**src/hw/rtl/fict_pkg.sv**
```systemverilog
package fict_pkg;

    localparam int KEY_W   = 40;
    localparam int CO_W    = 32;
    localparam int REQ_W   = 2;
    localparam int STAT_W  = 2;
    localparam int CNT_W   = 7;
    localparam int DIFF_W  = CO_W + 1;
    localparam int QUOT_W  = CO_W + 2;

    localparam logic [REQ_W-1:0] REQ_LOOKUP = 2'd0;
    localparam logic [REQ_W-1:0] REQ_INSERT = 2'd1;
    localparam logic [REQ_W-1:0] REQ_CLEAR  = 2'd2;

    localparam logic [STAT_W-1:0] STAT_OK    = 2'd0;
    localparam logic [STAT_W-1:0] STAT_EMPTY = 2'd1;
    localparam logic [STAT_W-1:0] STAT_FULL  = 2'd2;

    typedef struct packed {
        logic [KEY_W-1:0]       key;
        logic signed [CO_W-1:0] re;
        logic signed [CO_W-1:0] im;
    } entry_t;

    typedef struct packed {
        logic                     start;
        logic signed [DIFF_W-1:0] d;
        logic [KEY_W-1:0]         n;
        logic [KEY_W-1:0]         den;
    } div_req_t;

    typedef struct packed {
        logic                     done;
        logic signed [QUOT_W-1:0] q;
    } div_rsp_t;

endpackage

```
**src/hw/rtl/fict_div.sv**
```systemverilog
// Serial scaled divider: floor(d * n / den) for 0 <= n < den, one bit of |d| at a time.
module fict_div (
    input  logic               clk,
    input  logic               rst_n,
    input  fict_pkg::div_req_t req,
    output fict_pkg::div_rsp_t rsp
);
    import fict_pkg::*;

    typedef enum logic [1:0] {D_IDLE, D_ADD, D_SUB, D_FIN} dstate_t;

    dstate_t              state_reg, state_next;
    logic [DIFF_W-1:0]    mag_reg, mag_next;
    logic                 neg_reg, neg_next;
    logic [KEY_W-1:0]     n_reg, n_next;
    logic [KEY_W-1:0]     den_reg, den_next;
    logic [KEY_W+1:0]     t_reg, t_next;
    logic [KEY_W-1:0]     r_reg, r_next;
    logic [DIFF_W-1:0]    q_reg, q_next;
    logic [5:0]           bit_reg, bit_next;
    logic                 done_reg, done_next;
    logic [QUOT_W-1:0]    res_reg, res_next;
    logic [KEY_W+1:0]     den1, den2;
    logic [QUOT_W-1:0]    q_ext;

    assign den1  = {2'b00, den_reg};
    assign den2  = {1'b0, den_reg, 1'b0};
    assign q_ext = {1'b0, q_reg};

    always_comb
    begin
        state_next = state_reg;
        mag_next   = mag_reg;
        neg_next   = neg_reg;
        n_next     = n_reg;
        den_next   = den_reg;
        t_next     = t_reg;
        r_next     = r_reg;
        q_next     = q_reg;
        bit_next   = bit_reg;
        done_next  = 1'b0;
        res_next   = res_reg;
        unique case (state_reg)
            D_IDLE:
            begin
                if (req.start)
                begin
                    neg_next   = req.d[DIFF_W-1];
                    mag_next   = req.d[DIFF_W-1] ? DIFF_W'(-req.d) : DIFF_W'(req.d);
                    n_next     = req.n;
                    den_next   = req.den;
                    r_next     = '0;
                    q_next     = '0;
                    bit_next   = 6'(DIFF_W - 1);
                    state_next = D_ADD;
                end
            end
            D_ADD:
            begin
                t_next     = {r_reg, 1'b0} + (mag_reg[DIFF_W-1] ? {2'b00, n_reg} : '0);
                mag_next   = {mag_reg[DIFF_W-2:0], 1'b0};
                q_next     = {q_reg[DIFF_W-2:0], 1'b0};
                state_next = D_SUB;
            end
            D_SUB:
            begin
                if (t_reg >= den2)
                begin
                    r_next = KEY_W'(t_reg - den2);
                    q_next = q_reg + DIFF_W'(2);
                end
                else if (t_reg >= den1)
                begin
                    r_next = KEY_W'(t_reg - den1);
                    q_next = q_reg + DIFF_W'(1);
                end
                else
                begin
                    r_next = KEY_W'(t_reg);
                end
                if (bit_reg == '0)
                begin
                    state_next = D_FIN;
                end
                else
                begin
                    bit_next   = bit_reg - 6'd1;
                    state_next = D_ADD;
                end
            end
            D_FIN:
            begin
                res_next   = neg_reg ? (-q_ext - QUOT_W'(r_reg != '0)) : q_ext;
                done_next  = 1'b1;
                state_next = D_IDLE;
            end
            default:
            begin
                state_next = D_IDLE;
            end
        endcase
    end

    always_ff @(posedge clk or negedge rst_n)
    begin
        if (!rst_n)
        begin
            state_reg <= D_IDLE;
            done_reg  <= 1'b0;
        end
        else
        begin
            state_reg <= state_next;
            done_reg  <= done_next;
        end
    end

    always_ff @(posedge clk)
    begin
        mag_reg <= mag_next;
        neg_reg <= neg_next;
        n_reg   <= n_next;
        den_reg <= den_next;
        t_reg   <= t_next;
        r_reg   <= r_next;
        q_reg   <= q_next;
        bit_reg <= bit_next;
        res_reg <= res_next;
    end

    assign rsp.done = done_reg;
    assign rsp.q    = res_reg;

endmodule

```
**config.mk**
```make
export PLATFORM = sky130hd
export DESIGN_NAME = fict_div
export DESIGN_NICKNAME = d
export VERILOG_FILES = /design/src/hw/rtl/fict_pkg.sv /design/src/hw/rtl/fict_div.sv
export SDC_FILE = /design/constraint.sdc
export NUM_CORES = 1
export LEC_CHECK = 0
export ABC_AREA = 1
export BUFFER_PORTS_ARGS = -buffer_cell sky130_fd_sc_hd__buf_2
export CORE_MARGIN = 4
export CORE_UTILIZATION = 30
export CTS_CLUSTER_DIAMETER = 40
export DETAILED_ROUTE_END_ITERATION = 10
export HOLD_SLACK_MARGIN = 0.06
export PLACE_DENSITY = 0.42
export SKIP_CTS_REPAIR_TIMING = 1
export SYNTH_ARGS = -nofsm -noshare
export SYNTH_HDL_FRONTEND = slang
export SYNTH_SLANG_ARGS = --single-unit
export TNS_END_PERCENT = 50
```
**constraint.sdc**
```tcl
create_clock -name clk -period 8.1 [get_ports clk]
set_input_delay 1.62 -clock clk [delete_from_list [all_inputs] [get_ports clk]]
set_output_delay 1.62 -clock clk [all_outputs]
set_load 0.03 [all_outputs]
```
==> results.sh, run 1 <==
export IMPL_seqCellArea_mm2=0.00815
export IMPL_synth_yosys_warnings=0
export IMPL_timing_final_setup_violations=0
export IMPL_fp_dieH_um=292
export IMPL_synth_cell_area_mm2=0.0241
export IMPL_cts_sinks=272
export IMPL_via_count_of_the_first_global_routing_pass=22359
export IMPL_port_buffers=150
export IMPL_die_width_um=292
export IMPL_layout_filler_cells=8730
export IMPL_timing_max_cap_violations=0
export IMPL_design_core_area_mm2=0.0794
export IMPL_outcome="complete, no violations"
export IMPL_largest_net_degree_at_the_start_of_global_routing=74
export IMPL_final_min_clock_period_ns=3.96
export IMPL_detail_route_iter0_violations=1676
export IMPL_synth_flop_cell="sky130_fd_sc_hd__edfxtp_1"
export IMPL_post_synth_cell_area_avg_um2=7.11
export IMPL_final_core_utilization_pct=35.6
export IMPL_cts_htree_levels=3
export IMPL_maxSlewViolCount=0
export IMPL_syn_num_nets=3707
export IMPL_totalWireLength_um=89200
export IMPL_io_pins=151
export IMPL_syn2layout_area_growth_pct=17.0
export IMPL_synth_adder_area_share_pct=10.3
export IMPL_clkTransAtPathRegs_ns=0.05
export IMPL_post_synth_xor_area_fraction_pct=5.34
export IMPL_cp_start_kind="register"
export IMPL_synth_compound_area_share_pct=11.4
export IMPL_avgViaCountPerCell=4.87
export IMPL_synth_seq_cells=272
export IMPL_initial_core_utilization_pct=30.4
export IMPL_peakVddDrop_uv=188
export IMPL_yosys_top_cells_count="sky130_fd_sc_hd__nand2_1 (1011), sky130_fd_sc_hd__inv_1 (464), sky130_fd_sc_hd__nor2_1 (331)"
export IMPL_cp_end_kind="register"
export IMPL_worstSetupPathType="register to register"
export IMPL_clock_skew_final_ns=0.0373
export IMPL_fin_setup_tns_ns=0
export IMPL_worst_path_max_delay_cell="sky130_fd_sc_hd__nor2_4"
export IMPL_drt_pass1_iter_count=6
export IMPL_die_area_mm2=0.0850
export IMPL_post_synth_mux_area_share_pct=0
export IMPL_slew_headroom_pct=23.3
export IMPL_total_power_divided_by_cell_area_mw_per_mm2=487
export IMPL_root_cell_of_the_clock_tree="sky130_fd_sc_hd__clkbuf_16"
export IMPL_number_of_buffers_on_the_longest_clock_path=3
export IMPL_cts_tree="yes"
export IMPL_clock_buffer_count_from_cts=66
export IMPL_required_ns=8.30
export IMPL_critPathMaxFanout=33
export IMPL_synthSimpleGateAreaFrac_pct=30.6
export IMPL_achievable_frequency_mhz=252
export IMPL_globalRoute_totalOverflow=0
export IMPL_worstPathCellList="ha_1, nand2_1, nor2_1, nand2_1, nor2_1, nand2_1, nand2_1, nand2_2, nand2_4, nor3_4, nor2_4"
export IMPL_grt_antenna_before_repair=2
export IMPL_multi_input_area_mm2=0.0139
export IMPL_synth_top_cell_by_area="sky130_fd_sc_hd__edfxtp_1"
export IMPL_count_of_standard_cell_rows=103
export IMPL_cp_data_arrival_time_ns=4.16
export IMPL_post_drt_wl_per_cell_um=19.1
export IMPL_post_synth_main_area_contributors="sky130_fd_sc_hd__edfxtp_1 (33%), sky130_fd_sc_hd__nand2_1 (16%), sky130_fd_sc_hd__ha_1 (10%)"
export IMPL_synth_top_family_by_area="simple AND/OR/NAND/NOR gates"
export IMPL_detail_route_drc_violations=0
export IMPL_groute_usage_overall_pct=20.5
export IMPL_grt_setup_unrepaired="no"
export IMPL_hold_path_class="register to register"
export IMPL_worst_skew_pair_late_latency_ns=0.61
export IMPL_postSynth_asyncResetShare_pct=1.10
export IMPL_gpl_final_weighted_congestion=0.903
export IMPL_layout_worst_path_cycle_share_pct=48.9
export IMPL_diodes=0
export IMPL_largest_register_ff_count=42
export IMPL_postSynthCellCount=3395
export IMPL_netlist_area_leader_share_pct=33.5
export IMPL_num_nets_final=3880
export IMPL_yosys_cell_count_top_type="sky130_fd_sc_hd__nand2_1"
export IMPL_grt_pass1_wl_um=135000
export IMPL_yosysSeqAreaShare_pct=33.8
export IMPL_dr_total_vias=22751
export IMPL_slowest_cell_delay_on_critical_path_ns=0.81
export IMPL_static_power_due_to_leakage_nw=13.3
export IMPL_hpwlAfterDp_um=72800
export IMPL_postRouteAntennaNets=0
export IMPL_report_final_hold_viol_count=0
export IMPL_layout_drive_gt1_share_pct=9.48
export IMPL_count_of_flip_flops_with_a_built_in_enable_after_synthesis=269
export IMPL_yosysUniqueCellTypes=55
export IMPL_crit_top_cell="sky130_fd_sc_hd__nand2_1"
export IMPL_least_margin_pin_slew_ns=1.15
-- power breakdown --
part	switching [W]	leakage (nW)	internal, W	total (W)
registers	0.000549	2.64	0.00248	0.00303
logic	0.00561	9.56	0.00246	0.00807
clock network	0.000907	1.05	0.00175	0.00266
-- stage by stage --
step	area, µm²	instances	hold WS, ns	setup WS (ns)	total power [W]
4_1_cts	28200	4669	0.518	4.03	0.0138
2_1_floorplan	24100	3395	0.481	3.05	0.00853
6_report	28200	4669	0.516	4.14	0.0138
5_1_grt	28200	4669	0.542	3.78	0.0150
3_3_place_gp	26000	4550	0.498	4.06	0.0111
3_5_place_dp	26000	4550	0.509	4.06	0.0110
-- layout make-up --
class / instances / area share (%)
clock inverter: 42 / 1.82
multi-input combinational: 2597 / 49.4
timing repair buffer: 160 / 2.92
clock buffer: 77 / 6.07
tap: 1050 / 4.65
inverter: 471 / 6.28
sequential: 272 / 28.9
-- critical path: cells and delay by family, from the launching register on --
kind | cells | cell delay [ns]
AND/OR/NAND/NOR | 10 | 2.54
flip-flops | 1 | 0.52
adder cells (fa/ha/maj) | 1 | 0.43
-- cells in the final DEF (no fill, tap or decap), drive strengths merged, types with 42 or more instances in the layout --
cell    Yosys  final
buf        26    160
nand2    1032   1032
ha        193    193
o21ai     170    170
edfxtp    269    269
xor2      110    110
nor2      346    346
clkbuf     29     77
inv       470    474
nand3     237    237
a21oi     238    238
nor3       42     42
-- layer usage --
layer	GRT usage [%]	up-vias	wire (µm)
li1	-	11565	-
met1	32.0	10454	46500
met2	29.3	608	35600
met3	2.55	122	4750
met4	6.14	2	2350
met5	0	-	13
-- worst paths after layout --
kind	start	to	slack [ns]	cells past startpoint
max in group asynchronous	rst_n	done_reg	7.17	1
min	mag_reg[18]	mag_reg[19]	0.52	2
min in group asynchronous	rst_n	state_reg[1]	0.82	1
max reg2reg	t_reg[13]	q_reg[17]	4.14	11
max	t_reg[13]	q_reg[17]	4.14	11
min reg2reg	mag_reg[18]	mag_reg[19]	0.52	2
-- cells by family after synthesis --
logic type | Yosys count
adders and majority gates | 196
buffers and inverters | 526
xor gates and xnor gates | 147
DFF | 272
and+or+nand+nor | 1752
AOI/OAI and AO/OA | 502
(Power assumes the default switching activity.)
==> run 2, diff against run 1 <==
--- a/config.mk
+++ b/config.mk
@@ -5,14 +5,14 @@
 export SDC_FILE = /design/constraint.sdc
 export NUM_CORES = 1
 export LEC_CHECK = 0
-export ABC_AREA = 1
+export ABC_AREA = 0
 export BUFFER_PORTS_ARGS = -buffer_cell sky130_fd_sc_hd__buf_2
 export CORE_MARGIN = 4
 export CORE_UTILIZATION = 30
 export CTS_CLUSTER_DIAMETER = 40
 export DETAILED_ROUTE_END_ITERATION = 10
 export HOLD_SLACK_MARGIN = 0.06
-export PLACE_DENSITY = 0.42
+export PLACE_DENSITY = 0.44
 export SKIP_CTS_REPAIR_TIMING = 1
 export SYNTH_ARGS = -nofsm -noshare
 export SYNTH_HDL_FRONTEND = slang
==> constraint.sdc (replaced) <==
create_clock -name clk -period 3.6 [get_ports clk]
set_input_delay 0.72 -clock clk [delete_from_list [all_inputs] [get_ports clk]]
set_output_delay 0.72 -clock clk [all_outputs]
set_load 0.03 [all_outputs]
==> results.sh, run 2 <==
export IMPL_outcome="complete, but fails checks"
export IMPL_failing_checks="setup timing"
export IMPL_total_power_divided_by_cell_area_mw_per_mm2=1140
export IMPL_synth_top_cell_by_area="sky130_fd_sc_hd__edfxtp_1"
export IMPL_fin_setup_tns_ns=-4.70
export IMPL_worst_path_max_delay_cell="sky130_fd_sc_hd__edfxtp_1"
export IMPL_timing_final_setup_violations=47
export IMPL_synth_yosys_warnings=0
export IMPL_peakVddDrop_uv=453
export IMPL_final_common_cell="sky130_fd_sc_hd__buf_4"
export IMPL_postRouteAntennaNets=0
export IMPL_cp_data_arrival_time_ns=4.38
export IMPL_worst_hold_path_num_cells=1
export IMPL_final_min_clock_period_ns=4.03
export IMPL_p_sw_w=0.0145
export IMPL_post_place_ws_ns=-1.28
export IMPL_timing_max_cap_violations=0
export IMPL_die_area_mm2=0.0729
export IMPL_drt_pass1_iter_count=5
export IMPL_critPathMaxFanout=2
export IMPL_slew_headroom_pct=33.0
export IMPL_synth_top_family_by_area="compound AO/OA/AOI/OAI gates"
export IMPL_totalWireLength_um=68900
export IMPL_grt_setup_unrepaired="yes"
export IMPL_final_cell_mix="sky130_fd_sc_hd__buf_4 (449), sky130_fd_sc_hd__edfxtp_1 (269), sky130_fd_sc_hd__nand2_1 (190)"
export IMPL_power_w=0.0337
export IMPL_cts_htree_levels=2
export IMPL_post_synth_mux_area_share_pct=1.57
export IMPL_min_delay_startpoint="req[58]"
export IMPL_detail_route_iter0_violations=1205
export IMPL_clock_buffer_count_from_cts=59
export IMPL_maxSlewViolCount=0
export IMPL_cts_sinks=272
export IMPL_dr_total_vias=18674
export IMPL_critical_path_buf_inv_count=5
export IMPL_worstPathCellList="nor4_4, buf_4, nand4_1, nor3_2, buf_4, ha_4, ha_4, inv_4, ha_4, o21bai_1, a21oi_2, o21ai_1, buf_4, o311ai_4, a21oi_1, buf_4, a311oi_4, nor4_2, o22ai_1, xor2_1, and2_1"
export IMPL_avgViaCountPerCell=5.05
export IMPL_grt_antenna_before_repair=1
export IMPL_gpl_final_weighted_congestion=0.890
export IMPL_layout_drive_gt1_share_pct=33.2
export IMPL_yosysUniqueCellTypes=80
export IMPL_port_buffers=150
export IMPL_synth_cell_area_mm2=0.0206
export IMPL_num_nets_final=3087
export IMPL_design_core_area_mm2=0.0676
export IMPL_cp_end_kind="register"
export IMPL_count_of_flip_flops_with_a_built_in_enable_after_synthesis=269
export IMPL_static_power_due_to_leakage_nw=12.5
export IMPL_largest_net_degree_at_the_start_of_global_routing=67
export IMPL_count_of_standard_cell_rows=95
export IMPL_netlist_area_leader_share_pct=39.2
export IMPL_layout_worst_path_cycle_share_pct=112
export IMPL_number_of_buffers_on_the_longest_clock_path=3
export IMPL_worst_skew_pair_late_latency_ns=0.61
export IMPL_postSynthCellCount=2158
export IMPL_post_drt_wl_per_cell_um=18.6
export IMPL_groute_usage_overall_pct=17.6
export IMPL_yosys_cell_count_top_type="sky130_fd_sc_hd__edfxtp_1"
export IMPL_achievable_frequency_mhz=248
export IMPL_globalRoute_totalOverflow=0
export IMPL_least_margin_pin_slew_ns=1.01
export IMPL_root_cell_of_the_clock_tree="sky130_fd_sc_hd__clkbuf_16"
export IMPL_cp_start_kind="register"
export IMPL_hpwlAfterDp_um=53200
export IMPL_worst_setup_path_startpoint="r_reg[36]"
export IMPL_worst_slack_ns=-0.432
export IMPL_fp_dieH_um=270
export IMPL_required_ns=3.95
export IMPL_power_frac_comb_pct=64.8
export IMPL_detail_route_drc_violations=0
export IMPL_swShare_pct=42.9
export IMPL_synthSimpleGateAreaFrac_pct=15.0
export IMPL_p_int_w=0.0193
export IMPL_cp_depth=21
export IMPL_worstSetupPathType="register to register"
export IMPL_clkTransAtPathRegs_ns=0.05
export IMPL_yosysSeqAreaShare_pct=39.6
export IMPL_crit_top_cell="sky130_fd_sc_hd__buf_4"
export IMPL_io_pins=151
export IMPL_worst_r2r_cell_count=21
export IMPL_report_final_hold_viol_count=0
export IMPL_initial_core_utilization_pct=30.5
export IMPL_synth_adder_area_share_pct=12.0
export IMPL_syn_num_nets=2470
export IMPL_yosys_top_cells_count="sky130_fd_sc_hd__edfxtp_1 (269), sky130_fd_sc_hd__nand2_1 (195), sky130_fd_sc_hd__ha_1 (193)"
export IMPL_clkPwrFrac_pct=16.3
export IMPL_synth_flop_cell="sky130_fd_sc_hd__edfxtp_1"
export IMPL_via_count_of_the_first_global_routing_pass=18439
export IMPL_post_synth_xor_area_fraction_pct=7.74
export IMPL_hold_path_class="input port to register"
export IMPL_largest_register_ff_count=42
export IMPL_synth_compound_area_share_pct=20.4
export IMPL_layout_filler_cells=6555
export IMPL_post_synth_main_area_contributors="sky130_fd_sc_hd__edfxtp_1 (39%), sky130_fd_sc_hd__ha_1 (12%), sky130_fd_sc_hd__a21oi_1 (4.2%)"
export IMPL_postSynth_asyncResetShare_pct=1.10
export IMPL_slowest_cell_delay_on_critical_path_ns=0.44
export IMPL_cts_tree="yes"
export IMPL_grt_pass1_wl_um=104000
export IMPL_synth_seq_cells=272
export IMPL_cell_family_with_most_cp_delay="simple AND/OR/NAND/NOR gates"
export IMPL_seq_power_share_pct=18.9
export IMPL_clock_skew_final_ns=0.0419
export IMPL_die_width_um=270
export IMPL_worst_r2r_startpoint="r_reg[36]"
export IMPL_syn2layout_area_growth_pct=43.1
export IMPL_post_synth_cell_area_avg_um2=9.55
## run 2: cell types whose count changed after synthesis, moves of 56 or more
| cell | change |
|---|---|
| sky130_fd_sc_hd__a21o_1 | +58 |
| sky130_fd_sc_hd__a21oi_1 | -56 |
| sky130_fd_sc_hd__nand2_1 | -816 |
| sky130_fd_sc_hd__xnor2_1 | +60 |
| sky130_fd_sc_hd__a211oi_1 | +59 |
| sky130_fd_sc_hd__inv_1 | -342 |
| sky130_fd_sc_hd__nand3_1 | -174 |
| sky130_fd_sc_hd__nor2_1 | -221 |
## run 2: final cells by class
cell class,instances,area [µm²],area share (%)
multi-input cells,1680,13000,44.0
repair buffers,639,4760,16.1
inverters,123,465,1.58
well taps,873,1090,3.71
clock buffers,67,1530,5.18
diodes,1,2.50,0.00849
clock inverters,41,509,1.73
flip-flops and latches,272,8150,27.7
## run 2: per-stage QoR
stage	instance area (µm²)	hold WS (ns)	cells	util [%]
2_1_floorplan	20700	0.424	2158	-
3_3_place_gp	25700	0.514	3541	38.0
3_5_place_dp	25700	0.518	3541	38.0
4_1_cts	27700	-0.111	3649	41.0
5_1_grt	29500	0.248	3695	43.6
6_report	29500	0.282	3696	43.6
## run 2: power groups by stage
stage                     registers [W]  clock network, W  logic, W
after floorplan                 0.00628                 0    0.0111
after global placement          0.00632                 0    0.0191
after detailed placement        0.00634                 0    0.0191
after CTS                       0.00631           0.00563    0.0192
after global routing            0.00650           0.00578    0.0239
final                           0.00638           0.00548    0.0219
## run 2: path summary, 6_finish.rpt
path / endpoint / slack, ns
setup / recovery: res_reg[33] / -0.43
hold / removal: n_reg[18] / 0.28
setup reg to reg: res_reg[33] / -0.43
hold reg to reg: mag_reg[26] / 0.53
max in group asynchronous: done_reg / 3.03
min in group asynchronous: state_reg[0] / 0.46
## run 2: logic make-up after synthesis
family,Yosys count
DFF,272
AOI/OAI and AO/OA,654
xor gates and xnor gates,182
and+or+nand+nor,617
muxes,31
buffers and inverters,206
adders and majority gates,196
## run 2: per-layer routing
layer  track usage [%]  vias up  share of wire [%]
met3              2.13       99                3.5
met4              3.62        0                2.4
met2              28.5      369                 45
met5                 0        -                  0
li1                  -     9311                  -
met1              25.5     8895                 49
==> run 3, diff against run 2 <==
==> constraint.sdc (replaced) <==
create_clock -name clk -period 3.6 [get_ports clk]
set_input_delay 1.08 -clock clk [delete_from_list [all_inputs] [get_ports clk]]
set_output_delay 1.08 -clock clk [all_outputs]
set_load 0.03 [all_outputs]
==> results.sh, run 3 (same netlist as run 2, synthesis figures left out) <==
export IMPL_worst_r2r_cell_count=21
export IMPL_cp_start_kind="register"
export IMPL_io_pins=151
export IMPL_detail_route_drc_violations=0
export IMPL_final_min_clock_period_ns=4.03
export IMPL_totalWireLength_um=68900
export IMPL_power_w=0.0345
export IMPL_timing_final_setup_violations=26
export IMPL_crit_top_cell="sky130_fd_sc_hd__buf_4"
export IMPL_slew_headroom_pct=43.2
export IMPL_clkTransAtPathRegs_ns=0.05
export IMPL_die_area_mm2=0.0729
export IMPL_final_core_utilization_pct=44.0
export IMPL_slowest_cell_delay_on_critical_path_ns=0.44
export IMPL_critPathMaxFanout=2
export IMPL_layout_drive_gt1_share_pct=34.7
export IMPL_gpl_final_weighted_congestion=0.920
export IMPL_hpwlAfterDp_um=52400
export IMPL_required_ns=3.93
export IMPL_final_common_cell="sky130_fd_sc_hd__buf_4"
export IMPL_groute_usage_overall_pct=17.7
export IMPL_clock_buffer_count_from_cts=66
export IMPL_hold_path_class="input port to async pin"
export IMPL_cts_htree_levels=3
export IMPL_via_count_of_the_first_global_routing_pass=18532
export IMPL_die_width_um=270
export IMPL_cell_family_with_most_cp_delay="simple AND/OR/NAND/NOR gates"
export IMPL_dr_total_vias=18724
export IMPL_worst_r2r_startpoint="r_reg[38]"
export IMPL_grt_antenna_before_repair=1
export IMPL_layout_filler_cells=6535
export IMPL_final_cell_mix="sky130_fd_sc_hd__buf_4 (443), sky130_fd_sc_hd__edfxtp_1 (269), sky130_fd_sc_hd__nand2_1 (190)"
export IMPL_cts_tree="yes"
export IMPL_post_place_ws_ns=-1.12
export IMPL_worst_path_max_delay_cell="sky130_fd_sc_hd__edfxtp_1"
export IMPL_port_buffers=150
export IMPL_drt_pass1_iter_count=5
export IMPL_worstSetupPathType="register to register"
export IMPL_globalRoute_totalOverflow=0
export IMPL_outcome="complete, but fails checks"
export IMPL_layout_worst_path_cycle_share_pct=112
export IMPL_critical_path_buf_inv_count=5
export IMPL_report_final_hold_viol_count=0
export IMPL_initial_core_utilization_pct=30.5
export IMPL_timing_max_cap_violations=0
export IMPL_fp_dieH_um=270
export IMPL_detail_route_iter0_violations=1135
export IMPL_cp_end_kind="register"
export IMPL_worst_skew_pair_late_latency_ns=0.58
export IMPL_fin_setup_tns_ns=-3.75
export IMPL_syn2layout_area_growth_pct=44.6
export IMPL_count_of_standard_cell_rows=95
export IMPL_num_nets_final=3094
export IMPL_layout_cells_non_filler=3708
export IMPL_number_of_buffers_on_the_longest_clock_path=3
export IMPL_post_drt_wl_per_cell_um=18.6
export IMPL_cts_sinks=272
export IMPL_placedCellCount=3546
export IMPL_r2r_slack_ns=-0.43
export IMPL_grt_setup_unrepaired="yes"
export IMPL_largest_register_ff_count=42
export IMPL_total_power_divided_by_cell_area_mw_per_mm2=1160
export IMPL_static_power_due_to_leakage_nw=12.5
export IMPL_worst_slack_ns=-0.428
export IMPL_grt_pass1_wl_um=103000
export IMPL_least_margin_pin_slew_ns=0.846
export IMPL_maxSlewViolCount=0
export IMPL_avgViaCountPerCell=5.05
export IMPL_root_cell_of_the_clock_tree="sky130_fd_sc_hd__clkbuf_16"
export IMPL_postRouteAntennaNets=0
export IMPL_largest_net_degree_at_the_start_of_global_routing=82
export IMPL_worstPathCellList="nor4_4, buf_4, nand4_1, nor3_2, buf_4, ha_4, ha_4, inv_4, ha_4, o21bai_4, a21oi_2, o21ai_1, buf_4, o311ai_4, a21oi_2, buf_4, a311oi_4, nor4_2, o22ai_1, xor2_1, and2_1"
export IMPL_failing_checks="setup timing"
export IMPL_r2r_end="res_reg[33]"
export IMPL_clock_skew_final_ns=0.0224
export IMPL_achievable_frequency_mhz=248
export IMPL_cp_data_arrival_time_ns=4.35
export IMPL_peakVddDrop_uv=388
export IMPL_design_core_area_mm2=0.0676
[run 3: cell types whose count changed in the layout (fill, tap and decap cells not counted), sizes merged]
cell         change
buf              +2
bufinv           -3
clkbuf           +9
clkinv           +4
clkinvlp         +4
dlygate4sd3      -1
inv              -3
[run 3: metal layers]
metal  part of all wire [%]  vias to the layer above  global-route usage (%)  wire (µm)
met4                    2.2                        0                    5.81       1520
met1                     47                     8925                    24.8      32700
met5                      0                        -                       0          0
met2                     46                      400                    28.1      31800
li1                       -                     9314                       -          -
met3                    4.2                       85                    2.76       2890
[run 3: how the worst max path moves through the flow]
| stage | cells after the start | endpoint | slack, ns | from |
|---|---|---|---|---|
| floorplan | 10 | mag_reg[29] | -0.47 | req[85] |
| global placement | 19 | res_reg[32] | -1.08 | r_reg[30] |
| detailed placement | 19 | res_reg[32] | -1.12 | r_reg[30] |
| CTS | 19 | res_reg[32] | -1.15 | r_reg[30] |
| global route | 21 | res_reg[33] | -0.61 | r_reg[0] |
| finish | 21 | res_reg[33] | -0.43 | r_reg[38] |
[run 3: report_power, final]
part	leakage (nW)	switching (W)	total (W)	internal, W
clock network	1.01	0.00192	0.00569	0.00378
logic	8.88	0.0120	0.0224	0.0104
registers	2.63	0.000908	0.00636	0.00545
total	12.5	0.0148	0.0345	0.0197
[run 3: metrics by stage]
stage	hold WS, ns	cell area (µm²)
global route	0.279	29800
detailed placement	0.515	25700
floorplan	0.499	20700
CTS	0.273	27800
finish	0.311	29800
global placement	0.511	25700
[run 3: layout make-up]
cell class	count	area [µm²]	area share (%)
clock buffers	77	1710	5.75
clock inverters	43	418	1.40
multi-input cells	1680	13200	44.3
inverters	123	465	1.56
diodes	1	2.50	0.00840
well taps	873	1090	3.67
repair buffers	639	4750	16.0
flip-flops and latches	272	8150	27.4
[run 3: worst reg2reg max path: cells and delay by family (launching register included)]
family	cells	cell delay (ns)
and+or+nand+nor	5	1.15
AOI/OAI and AO/OA	7	0.88
buffers and inverters	5	0.70
adders and majority gates	3	0.45
DFF	1	0.44
xor gates and xnor gates	1	0.16
